===== config.mk =====
export PLATFORM = sky130hd
export DESIGN_NAME = iir_biquad_cascade_df2_flat
export DESIGN_NICKNAME = d
export VERILOG_FILES = /design/src/rtl/bqc_pkg.sv /design/src/rtl/bqc_req_if.sv /design/src/rtl/bqc_rsp_if.sv /design/src/rtl/iir_biquad_cascade_df2.sv /design/src/rtl/bqc_ram.sv /design/src/flat_wrapper.sv
export SDC_FILE = /design/constraint.sdc
export NUM_CORES = 2
export LEC_CHECK = 0
export ABC_AREA = 1
export ABC_CLOCK_PERIOD_IN_PS = 4950
export BUFFER_PORTS_ARGS = -buffer_cell sky130_fd_sc_hd__buf_4
export CAP_MARGIN = 20
export CORE_AREA = 2 2 603 605
export CTS_CLUSTER_DIAMETER = 200
export DETAILED_ROUTE_END_ITERATION = 10
export DIE_AREA = 0 0 605 607
export SYNTH_ARGS = -nofsm -noshare
export SYNTH_HDL_FRONTEND = slang
export SYNTH_SLANG_ARGS = --single-unit

===== constraint.sdc =====
create_clock -name clock -period 4.95 [get_ports clock]
set_input_delay 0.2475 -clock clock [delete_from_list [all_inputs] [get_ports clock]]
set_output_delay 0.2475 -clock clock [all_outputs]
set_load 0.02 [all_outputs]

===== src/rtl/bqc_pkg.sv =====
// bqc_pkg: shared types and constants for the biquad cascade filter
// no dependencies
`default_nettype none

package bqc_pkg;

   localparam int SAMPLE_WIDTH   = 16;
   localparam int SECTION_WIDTH  = 5;
   localparam int SLOT_WIDTH     = 3;
   localparam int COEF_IN_WIDTH  = 24;
   localparam int COEF_FRAC      = 20;
   localparam int SLOTS          = 5;
   localparam int STEP_WIDTH     = 3;
   localparam int STEPS          = 5;
   localparam int HEADROOM_BITS  = 8;
   localparam int OUT_FRAC       = 15;

   localparam logic CMD_FILTER = 1'b0;
   localparam logic CMD_COEF   = 1'b1;

   localparam logic [SLOT_WIDTH-1:0] SLOT_B0 = 3'd0;
   localparam logic [SLOT_WIDTH-1:0] SLOT_B1 = 3'd1;
   localparam logic [SLOT_WIDTH-1:0] SLOT_B2 = 3'd2;
   localparam logic [SLOT_WIDTH-1:0] SLOT_A1 = 3'd3;
   localparam logic [SLOT_WIDTH-1:0] SLOT_A2 = 3'd4;

   typedef enum logic [3:0] {
      ST_CLEAR,
      ST_IDLE,
      ST_RD_D1,
      ST_RD_D2,
      ST_PREP,
      ST_START,
      ST_MUL,
      ST_ACC,
      ST_WB_W,
      ST_WB_D,
      ST_OUT
   } bqc_state_type;

   typedef enum logic [1:0] {
      SIG_D1,
      SIG_D2,
      SIG_W
   } bqc_sig_type;

endpackage

`default_nettype wire


===== src/rtl/bqc_req_if.sv =====
// bqc_req_if: request channel carrying sample and coefficient transactions
// depends on bqc_pkg
`default_nettype none

interface bqc_req_if;
   import bqc_pkg::*;

   logic                              valid;
   logic                              ready;
   logic                              command;
   logic signed [SAMPLE_WIDTH-1:0]    sample;
   logic        [SECTION_WIDTH-1:0]   section;
   logic        [SLOT_WIDTH-1:0]      coef_slot;
   logic signed [COEF_IN_WIDTH-1:0]   coef_value;

   modport source (output valid, command, sample, section, coef_slot, coef_value,
                   input ready);
   modport sink   (input valid, command, sample, section, coef_slot, coef_value,
                   output ready);
endinterface

`default_nettype wire


===== src/rtl/bqc_rsp_if.sv =====
// bqc_rsp_if: response channel carrying filtered and passthrough samples
// depends on bqc_pkg
`default_nettype none

interface bqc_rsp_if;
   import bqc_pkg::*;

   logic                            valid;
   logic                            ready;
   logic signed [SAMPLE_WIDTH-1:0]  filtered;
   logic signed [SAMPLE_WIDTH-1:0]  passthrough;

   modport source (output valid, filtered, passthrough, input ready);
   modport sink   (input valid, filtered, passthrough, output ready);
endinterface

`default_nettype wire


===== src/rtl/iir_biquad_cascade_df2.sv =====
// iir_biquad_cascade_df2: cascade of direct-form-ii biquads on one bit-serial mac
// depends on bqc_pkg, bqc_req_if, bqc_rsp_if, bqc_ram
//
// req_if carries transactions of two kinds. a coefficient transaction writes one
// q3.20 coefficient (b0, b1, b2, a1, a2) of one section and gives no response;
// it is taken whenever the block is idle. a sample transaction runs
// the sample through all sections and gives one rsp_if transaction with the
// filtered sample and the unchanged input sample.
// every product is formed bit-serially: the signal shifts out one bit a cycle
// against the parallel coefficient, after coefficient fetch and load and
// before accumulate. the five products of a section, and the sections of a
// sample, run one after another on the single shared multiplier.
// one sample is in work at a time; req_if.ready is high only when idle.
// the response sits in an output register: the next transaction is taken while
// it waits, and a finished sample waits in its last step while rsp_if stalls.
// after reset the block clears both tables, one entry a cycle, with req_if.ready
// low; delays and coefficients then read zero.
`default_nettype none

module iir_biquad_cascade_df2 #(
   parameter int SECTIONS    = 19,
   parameter int COEF_WIDTH  = 24,
   parameter int STATE_WIDTH = 32
) (
   input  wire logic clock,
   input  wire logic reset,
   bqc_req_if.sink   req_if,
   bqc_rsp_if.source rsp_if
);
   import bqc_pkg::*;

   localparam int CW       = COEF_WIDTH;
   localparam int SW       = STATE_WIDTH;
   localparam int PW       = CW + SW;
   localparam int PROD_W   = PW - COEF_FRAC;
   localparam int ACC_W    = ((PROD_W > SW) ? PROD_W : SW) + 2;
   localparam int IN_SHIFT = SW - HEADROOM_BITS - OUT_FRAC;
   localparam int Q_W      = SW - IN_SHIFT;
   localparam int SEC_W    = (SECTIONS > 1) ? $clog2(SECTIONS) : 1;
   localparam int CDEPTH   = SLOTS * SECTIONS;
   localparam int DDEPTH   = 2 * SECTIONS;
   localparam int CADDR_W  = $clog2(CDEPTH);
   localparam int DADDR_W  = $clog2(DDEPTH);
   localparam int BIT_W    = $clog2(SW);
   localparam int WADDR_W  = 9;

   bqc_state_type state_ff, state_in;

   logic [CADDR_W-1:0]             clr_cnt_ff;
   logic [SEC_W-1:0]               sec_ff;
   logic [STEP_WIDTH-1:0]          k_ff;
   logic [BIT_W-1:0]               bit_cnt_ff;
   logic signed [SW-1:0]           x_ff, w_ff, d1_ff, d2_ff;
   logic signed [ACC_W-1:0]        acc_ff;
   logic signed [CW-1:0]           c_ff;
   logic [SW-1:0]                  sreg_ff;
   logic [PW-1:0]                  p_ff;
   logic signed [SAMPLE_WIDTH-1:0] sample_ff;
   logic                           rsp_valid_ff;
   logic signed [SAMPLE_WIDTH-1:0] filtered_ff, passthrough_ff;

   logic                    req_accept, rsp_free, last_bit, last_sec, clr_done;
   logic                    coef_wr_ok;
   logic [SLOT_WIDTH-1:0]   slot_sel;
   bqc_sig_type             sig_sel;
   logic                    sub_sel;
   logic signed [SW-1:0]    sig_val;
   logic signed [CW-1:0]    coef_wr_val;
   logic [CADDR_W-1:0]      sec_base;
   logic [CADDR_W-1:0]      coef_wr_addr;
   logic signed [CW:0]      partial;
   logic signed [ACC_W-1:0] prod_ext, acc_sum;
   logic signed [SW-1:0]    acc_sat;
   logic signed [Q_W:0]     q_val;
   logic signed [SAMPLE_WIDTH-1:0] q_sat;

   logic                    c_we, d_we;
   logic [CADDR_W-1:0]      c_waddr, c_raddr;
   logic [CW-1:0]           c_wdata, c_rdata;
   logic [DADDR_W-1:0]      d_waddr, d_raddr;
   logic [SW-1:0]           d_wdata, d_rdata;

   function automatic logic signed [SW-1:0] sat_state(input logic signed [ACC_W-1:0] v);
      logic signed [SW-1:0] r;
      if (&v[ACC_W-1:SW-1] || ~|v[ACC_W-1:SW-1]) begin
         r = v[SW-1:0];
      end else if (v[ACC_W-1]) begin
         r = {1'b1, {(SW-1){1'b0}}};
      end else begin
         r = {1'b0, {(SW-1){1'b1}}};
      end
      return r;
   endfunction

   generate
      if (CW <= COEF_IN_WIDTH) begin : g_coef_narrow
         assign coef_wr_val = req_if.coef_value[CW-1:0];
      end else begin : g_coef_wide
         assign coef_wr_val = {{(CW-COEF_IN_WIDTH){req_if.coef_value[COEF_IN_WIDTH-1]}},
                               req_if.coef_value};
      end
   endgenerate

   assign req_accept = req_if.valid && req_if.ready;
   assign rsp_free   = !rsp_valid_ff || rsp_if.ready;
   assign last_bit   = (bit_cnt_ff == BIT_W'(SW - 1));
   assign last_sec   = (sec_ff == SEC_W'(SECTIONS - 1));
   assign clr_done   = (clr_cnt_ff == CADDR_W'(CDEPTH - 1));
   assign coef_wr_ok = (32'(req_if.section) < 32'(SECTIONS)) &&
                       (req_if.coef_slot < 3'(SLOTS));
   assign coef_wr_addr = CADDR_W'(WADDR_W'(req_if.section) * WADDR_W'(SLOTS) +
                                  WADDR_W'(req_if.coef_slot));
   assign sec_base   = (CADDR_W'(sec_ff) << 2) + CADDR_W'(sec_ff);

   // product schedule: a1*d1, a2*d2, b0*w, b1*d1, b2*d2
   always_comb begin
      case (k_ff)
         3'd0:    begin slot_sel = SLOT_A1; sig_sel = SIG_D1; sub_sel = 1'b1; end
         3'd1:    begin slot_sel = SLOT_A2; sig_sel = SIG_D2; sub_sel = 1'b1; end
         3'd2:    begin slot_sel = SLOT_B0; sig_sel = SIG_W;  sub_sel = 1'b0; end
         3'd3:    begin slot_sel = SLOT_B1; sig_sel = SIG_D1; sub_sel = 1'b0; end
         3'd4:    begin slot_sel = SLOT_B2; sig_sel = SIG_D2; sub_sel = 1'b0; end
         default: begin slot_sel = SLOT_B0; sig_sel = SIG_D1; sub_sel = 1'b0; end
      endcase
   end

   always_comb begin
      case (sig_sel)
         SIG_D1:  sig_val = d1_ff;
         SIG_D2:  sig_val = d2_ff;
         SIG_W:   sig_val = w_ff;
         default: sig_val = d1_ff;
      endcase
   end

   // serial-parallel multiply step, msb of the signal carries negative weight
   always_comb begin
      if (!sreg_ff[0]) begin
         partial = {p_ff[PW-1], p_ff[PW-1:SW]};
      end else if (last_bit) begin
         partial = {p_ff[PW-1], p_ff[PW-1:SW]} - {c_ff[CW-1], c_ff};
      end else begin
         partial = {p_ff[PW-1], p_ff[PW-1:SW]} + {c_ff[CW-1], c_ff};
      end
   end

   assign prod_ext = {{(ACC_W-PROD_W){p_ff[PW-1]}}, p_ff[PW-1:COEF_FRAC]};
   assign acc_sum  = sub_sel ? (acc_ff - prod_ext) : (acc_ff + prod_ext);
   assign acc_sat  = sat_state(acc_sum);

   // output: truncate toward zero, then saturate to 16 bits
   assign q_val = {x_ff[SW-1], x_ff[SW-1:IN_SHIFT]} +
                  (Q_W+1)'(x_ff[SW-1] && (|x_ff[IN_SHIFT-1:0]));
   always_comb begin
      if (&q_val[Q_W:SAMPLE_WIDTH-1] || ~|q_val[Q_W:SAMPLE_WIDTH-1]) begin
         q_sat = q_val[SAMPLE_WIDTH-1:0];
      end else if (q_val[Q_W]) begin
         q_sat = {1'b1, {(SAMPLE_WIDTH-1){1'b0}}};
      end else begin
         q_sat = {1'b0, {(SAMPLE_WIDTH-1){1'b1}}};
      end
   end

   // next state
   always_comb begin
      state_in = state_ff;
      case (state_ff)
         ST_CLEAR: if (clr_done) state_in = ST_IDLE;
         ST_IDLE:  if (req_accept && req_if.command == CMD_FILTER) state_in = ST_RD_D1;
         ST_RD_D1: state_in = ST_RD_D2;
         ST_RD_D2: state_in = ST_PREP;
         ST_PREP:  state_in = ST_START;
         ST_START: state_in = ST_MUL;
         ST_MUL:   if (last_bit) state_in = ST_ACC;
         ST_ACC:   state_in = (k_ff == STEP_WIDTH'(STEPS - 1)) ? ST_WB_W : ST_PREP;
         ST_WB_W:  state_in = ST_WB_D;
         ST_WB_D:  state_in = last_sec ? ST_OUT : ST_RD_D1;
         ST_OUT:   if (rsp_free) state_in = ST_IDLE;
         default:  state_in = ST_CLEAR;
      endcase
   end

   // table ports and handshake outputs
   always_comb begin
      c_we    = 1'b0;
      c_waddr = coef_wr_addr;
      c_wdata = coef_wr_val;
      c_raddr = sec_base + CADDR_W'(slot_sel);
      d_we    = 1'b0;
      d_waddr = DADDR_W'({sec_ff, 1'b0});
      d_wdata = w_ff;
      d_raddr = DADDR_W'({sec_ff, 1'b0});
      case (state_ff)
         ST_CLEAR: begin
            c_we    = 1'b1;
            c_waddr = clr_cnt_ff;
            c_wdata = '0;
            d_we    = (32'(clr_cnt_ff) < 32'(DDEPTH));
            d_waddr = clr_cnt_ff[DADDR_W-1:0];
            d_wdata = '0;
         end
         ST_IDLE: begin
            c_we = req_accept && (req_if.command == CMD_COEF) && coef_wr_ok;
         end
         ST_RD_D2: begin
            d_raddr = DADDR_W'({sec_ff, 1'b1});
         end
         ST_WB_W: begin
            d_we = 1'b1;
         end
         ST_WB_D: begin
            d_we    = 1'b1;
            d_waddr = DADDR_W'({sec_ff, 1'b1});
            d_wdata = d1_ff;
         end
         default: begin
            c_we = 1'b0;
         end
      endcase
   end

   assign req_if.ready       = (state_ff == ST_IDLE);
   assign rsp_if.valid       = rsp_valid_ff;
   assign rsp_if.filtered    = filtered_ff;
   assign rsp_if.passthrough = passthrough_ff;

   always_ff @(posedge clock) begin
      if (reset) begin
         state_ff     <= ST_CLEAR;
         clr_cnt_ff   <= '0;
         rsp_valid_ff <= 1'b0;
      end else begin
         state_ff <= state_in;
         if (state_ff == ST_CLEAR) begin
            clr_cnt_ff <= clr_cnt_ff + CADDR_W'(1);
         end
         if (state_ff == ST_OUT && rsp_free) begin
            rsp_valid_ff <= 1'b1;
         end else if (rsp_if.ready) begin
            rsp_valid_ff <= 1'b0;
         end
      end
   end

   always_ff @(posedge clock) begin
      case (state_ff)
         ST_IDLE: begin
            sec_ff    <= '0;
            sample_ff <= req_if.sample;
            x_ff      <= {{(HEADROOM_BITS-1){req_if.sample[SAMPLE_WIDTH-1]}},
                          req_if.sample, {IN_SHIFT{1'b0}}};
         end
         ST_RD_D1: begin
            acc_ff <= {{(ACC_W-SW){x_ff[SW-1]}}, x_ff};
            k_ff   <= '0;
         end
         ST_RD_D2: begin
            d1_ff <= d_rdata;
         end
         ST_PREP: begin
            if (k_ff == '0) begin
               d2_ff <= d_rdata;
            end
         end
         ST_START: begin
            c_ff       <= c_rdata;
            sreg_ff    <= sig_val;
            p_ff       <= '0;
            bit_cnt_ff <= '0;
         end
         ST_MUL: begin
            p_ff       <= {partial, p_ff[SW-1:1]};
            sreg_ff    <= {1'b0, sreg_ff[SW-1:1]};
            bit_cnt_ff <= bit_cnt_ff + BIT_W'(1);
         end
         ST_ACC: begin
            k_ff <= k_ff + STEP_WIDTH'(1);
            if (k_ff == STEP_WIDTH'(1)) begin
               w_ff   <= acc_sat;
               acc_ff <= '0;
            end else begin
               acc_ff <= acc_sum;
            end
            if (k_ff == STEP_WIDTH'(STEPS - 1)) begin
               x_ff <= acc_sat;
            end
         end
         ST_WB_D: begin
            sec_ff <= sec_ff + SEC_W'(1);
         end
         ST_OUT: begin
            if (rsp_free) begin
               filtered_ff    <= q_sat;
               passthrough_ff <= sample_ff;
            end
         end
         default: begin
            sec_ff <= sec_ff;
         end
      endcase
   end

   bqc_ram #(.WIDTH(CW), .DEPTH(CDEPTH)) u_coef_ram (
      .clock   (clock),
      .wr_en   (c_we),
      .wr_addr (c_waddr),
      .wr_data (c_wdata),
      .rd_addr (c_raddr),
      .rd_data (c_rdata)
   );

   bqc_ram #(.WIDTH(SW), .DEPTH(DDEPTH)) u_delay_ram (
      .clock   (clock),
      .wr_en   (d_we),
      .wr_addr (d_waddr),
      .wr_data (d_wdata),
      .rd_addr (d_raddr),
      .rd_data (d_rdata)
   );
endmodule

`default_nettype wire


===== src/rtl/bqc_ram.sv =====
// bqc_ram: generic single write port, single read port ram with registered read
// no dependencies
`default_nettype none

module bqc_ram #(
   parameter int WIDTH = 32,
   parameter int DEPTH = 38
) (
   input  wire logic                     clock,
   input  wire logic                     wr_en,
   input  wire logic [$clog2(DEPTH)-1:0] wr_addr,
   input  wire logic [WIDTH-1:0]         wr_data,
   input  wire logic [$clog2(DEPTH)-1:0] rd_addr,
   output logic      [WIDTH-1:0]         rd_data
);
   logic [WIDTH-1:0] mem [DEPTH];

   always_ff @(posedge clock) begin
      if (wr_en) begin
         mem[wr_addr] <= wr_data;
      end
      rd_data <= mem[rd_addr];
   end
endmodule

`default_nettype wire


===== src/flat_wrapper.sv =====
// flat-port wrapper written by rule: the top's interface ports become plain ports
module iir_biquad_cascade_df2_flat import bqc_pkg::*;
#(
   parameter int SECTIONS    = 19,
   parameter int COEF_WIDTH  = 24,
   parameter int STATE_WIDTH = 32
)
  (clock, reset, req_if_valid, req_if_command, req_if_sample, req_if_section, req_if_coef_slot, req_if_coef_value, req_if_ready, rsp_if_valid, rsp_if_filtered, rsp_if_passthrough, rsp_if_ready);
  bqc_req_if req_if_i ();
  bqc_rsp_if rsp_if_i ();
  input  wire logic clock;
  input  wire logic reset;
  input wire logic [$bits(req_if_i.valid)-1:0] req_if_valid;
  input wire logic [$bits(req_if_i.command)-1:0] req_if_command;
  input wire logic [$bits(req_if_i.sample)-1:0] req_if_sample;
  input wire logic [$bits(req_if_i.section)-1:0] req_if_section;
  input wire logic [$bits(req_if_i.coef_slot)-1:0] req_if_coef_slot;
  input wire logic [$bits(req_if_i.coef_value)-1:0] req_if_coef_value;
  output wire logic [$bits(req_if_i.ready)-1:0] req_if_ready;
  output wire logic [$bits(rsp_if_i.valid)-1:0] rsp_if_valid;
  output wire logic [$bits(rsp_if_i.filtered)-1:0] rsp_if_filtered;
  output wire logic [$bits(rsp_if_i.passthrough)-1:0] rsp_if_passthrough;
  input wire logic [$bits(rsp_if_i.ready)-1:0] rsp_if_ready;
  assign req_if_i.valid = req_if_valid;
  assign req_if_i.command = req_if_command;
  assign req_if_i.sample = req_if_sample;
  assign req_if_i.section = req_if_section;
  assign req_if_i.coef_slot = req_if_coef_slot;
  assign req_if_i.coef_value = req_if_coef_value;
  assign req_if_ready = req_if_i.ready;
  assign rsp_if_valid = rsp_if_i.valid;
  assign rsp_if_filtered = rsp_if_i.filtered;
  assign rsp_if_passthrough = rsp_if_i.passthrough;
  assign rsp_if_i.ready = rsp_if_ready;
  iir_biquad_cascade_df2 #(.SECTIONS(SECTIONS), .COEF_WIDTH(COEF_WIDTH), .STATE_WIDTH(STATE_WIDTH)) u_core (.clock(clock), .reset(reset), .req_if(req_if_i), .rsp_if(rsp_if_i));
endmodule

==> impl_metrics.yaml <==
die:
  ios: 87
  core_um2: 361000
  die_w_um: 605
  rows: 221
  start_util_pct: 43.8
  fp.dieArea_um2: 367000
  die_y_um: 607
synthesis:
  synth_fp_nets: 12600
  synth_area_per_cell_um2: 12.7
  ys_types: 63
  synth_area_um2: 158000
  yosysWarnings: 0
  synth_flop_cell: "edfxtp_1"
  synth_seq_cells: 3883
  netlist_instances: 12500
  async_flop_share_pct: 0
  synth_edf_count: 3815
  seq_area_frac_synth_pct: 73.4
detailed_routing:
  drc_errors: 0
  first_pass_iters: 7
  routed_wl_mm: 490
  via_count: 107000
  drtIter0Drc: 15500
  post_drt_via_cell_ratio: 6.01
  ant_nets: 0
  drt-wirelength-per-cell_um: 27.4
worst_setup_path:
  cp-start-kind: "flip-flop"
  worst_setup_path_end_kind: "flip-flop"
  worstReg2RegStart: "u_core.k_ff[0]"
  max_stage_delay_ps: 520
  worstPathCellList: "inv_1 > ha_1 > inv_1 > nor2_1 > ha_1 > ha_4 > inv_1 > fa_4 > xnor2_2 > buf_12 > inv_6 > buf_4 > buf_4 > nand3_1 > nand3_1 > o31ai_1 > o21ai_0 > buf_4"
  timing.rr.end: "u_core.u_coef_ram.rd_data[3]"
  cp.arrival_ps: 5640
  crit_slowest_cell: "fa_4"
  critPathKind: "reg2reg"
  reg2reg_depth: 18
  path_max_fanout: 41
  r2r_slack_ps: 210
  cp.required_ps: 5840
grt:
  antenna_found_initial: 41
  first_global_vias: 102000
  grt_max_degree: 175
  grt-ovfl-total: 0
  track_usage_pct: 25.9
  grt_pass1_wl_mm: 704
cts:
  path_clk_slew_ps: 60
  postCtsSetupBuffers: 0
  clock_latency_ps: 980
  cts_tree: "built"
  cts_sinks: 3883
  cts_made_buffers: 393
  htreeDepth: 5
  clockBufferDepth: 4
  clockRootBuffer: "clkbuf_16"
placed_design:
  dp_cells: 17100
  dp_hpwl_mm: 291
  io_buffers: 86
  post-place-ws_ps: 267
  gp_congestion: 0.925
sta:
  slew_viol_final: 0
  hold_violations: 0
  setup_violations: 0
  rsz0062_at_grt: "no"
  period_minus_slack_ps: 4740
  skew_ps: 63.1
  worst_slew_pin_slew_ps: 1350
  fmax_mhz: 211
  fin_crit_sh_pct: 95.8
  slew_headroom_pct: 8.99
  setup_ws_ps: 206
  tns_ps: 0
  hold_slack_ps: 62.9
layout:
  drive_gt1_share_pct: 11.9
  stdcell_count: 17900
  nets: 12900
  syn2layout_area_growth_pct: 15.1
min_path:
  min-delay-start: "req_if_sample[14]"
  hold_depth: 2
  min_path_type: "in2reg"
  hold-path-endpoint: "u_core.sample_ff[14]"
power_and_ir_drop:
  cellPowerDensity_nw_per_um2: 365
  ir_drop_mv: 0.277
  power_leakage_uw: 0.0606
job:
  max_cap_violations: 0
run_status:
  outcome: "finished, final reports clean"
## sequential cells by signal (all words and copies together) (netlist names)
name / cells
u_core.k_ff: 3
u_core.bit_cnt_ff: 5
u_core.d2_ff: 32
u_core.sreg_ff: 32
u_core.c_ff: 24
u_core.u_coef_ram.mem: 2280
u_core.d1_ff: 32
u_core.u_delay_ram.rd_data: 32
u_core.w_ff: 32
u_core.rsp_if.filtered: 16
u_core.acc_ff: 38
u_core.rsp_if.valid: 1
u_core.sec_ff: 5
u_core.p_ff: 36
u_core.sample_ff: 16
u_core.clr_cnt_ff: 7
u_core.state_ff: 4
u_core.rsp_if.passthrough: 16
u_core.u_coef_ram.rd_data: 24
u_core.u_delay_ram.mem: 1216
u_core.x_ff: 32
## what timing repair did
action	4_1_cts	5_1_grt
gates resized for setup	0	22
hold endpoints to repair	615	0
endpoints found under the setup margin	0	61
hold buffers	45	0
## critical path: cells and delay by family, from the launching register on
kind,cells,cell delay [ps]
buffers and inverters,8,1640
adder cells (fa/ha/maj),4,1230
AND/OR/NAND/NOR,3,670
AO/OA/AOI/OAI,2,460
flip-flops,1,440
XOR/XNOR,1,190
## Yosys cell counts (7+ instances only)
cell type / n / area [um^2]
a211oi_1: 7 / 52.6
a21oi_1: 238 / 1190
a22o_1: 14 / 123
a311oi_1: 11 / 96.3
a31oi_1: 26 / 163
buf_1: 38 / 143
buf_2: 170 / 851
clkbuf_1: 610 / 2290
clkinv_1: 10 / 37.5
dfxtp_1: 68 / 1360
edfxtp_1: 3815 / 115000
ha_1: 101 / 1260
inv_1: 346 / 1300
inv_2: 7 / 26.3
nand2_1: 932 / 3500
nand2_2: 29 / 181
nand3_1: 415 / 2080
nand4_1: 36 / 225
nor2_1: 2210 / 8300
nor2_2: 18 / 113
nor3_1: 70 / 350
nor4_1: 8 / 50.1
o211ai_1: 96 / 721
o21a_1: 7 / 52.6
o21ai_0: 2072 / 10400
o21ai_1: 8 / 40.0
o21bai_1: 12 / 90.1
o221ai_1: 365 / 3200
o22ai_1: 457 / 2860
o2bb2ai_1: 21 / 184
o311ai_0: 16 / 140
o31ai_1: 18 / 135
or2_2: 9 / 56.3
xnor2_1: 27 / 236
xor2_1: 102 / 893
## power breakdown
part | total (uW) | switching [uW] | internal, uW
clock network | 29800 | 12700 | 17100
registers | 35800 | 47.7 | 35800
logic | 646 | 468 | 178
total | 66300 | 13200 | 53100
## stage by stage
stage / utilization [%] / area (um^2) / total power (uW)
after floorplan: - / 158000 / 36800
after global placement: 46.6 / 168000 / 37100
after detailed placement: 46.6 / 168000 / 37100
after CTS: 50.3 / 182000 / 66600
after global routing: 50.4 / 182000 / 67900
final: 50.4 / 182000 / 66300
## worst max path at each step
stage / start / end / slack, ps / depth (start not counted)
finish: u_core.k_ff[0] / u_core.u_coef_ram.rd_data[3] / 210 / 18
global route: u_core.k_ff[0] / u_core.u_coef_ram.rd_data[3] / 10 / 18
CTS: u_core.p_ff[21] / u_core.x_ff[7] / 250 / 28
detailed placement: u_core.p_ff[21] / u_core.x_ff[7] / 270 / 28
global placement: u_core.p_ff[20] / u_core.x_ff[30] / 160 / 28
floorplan: u_core.state_ff[0] / u_core.u_coef_ram.mem[88][0] / 260 / 9
## per-layer routing
metal	global-route usage (%)	vias up	wire length, um
li1	-	46700	-
met1	37.2	54400	202000
met2	39.7	5587	220000
met3	4.97	783	50700
met4	8.54	6	16400
met5	0	-	46
## cells in the final DEF (no fill, tap or decap), types with 42 or more instances in the layout
cell	n
edfxtp_1	3815
nor2_1	2069
o21ai_0	2036
nand2_1	930
buf_4	518
o22ai_1	457
nand3_1	414
clkbuf_16	397
o221ai_1	365
inv_1	341
a21oi_1	234
buf_12	139
ha_1	99
xor2_1	98
o211ai_1	96
nor2_2	93
clkinv_1	86
clkinv_2	79
clkbuf_1	69
nor2_4	68
dfxtp_1	68
dlygate4sd3_1	45
bufinv_16	42
## layout make-up
type	count	area (um^2)
clock buffers	477	10300
inverters	363	1410
repair buffers	704	7140
clock inverters	250	2490
multi-input cells	7385	38400
diodes	14	35.0
well taps	4794	6000
flip-flops and latches	3883	116000
fillers	30500	179000
## cells by family (layout without fill, tap and decap cells)
family,count (synthesis),count (layout),share of synthesized area [%]
fa+ha+maj,106,106,0.864
simple gates,3754,3754,9.56
other cells,0,14,0
flops,3883,3883,73.4
xor+xnor,129,129,0.716
compound gates,3396,3396,12.4
buf+inv,1190,1794,3.00
(Power assumes the default switching activity.)
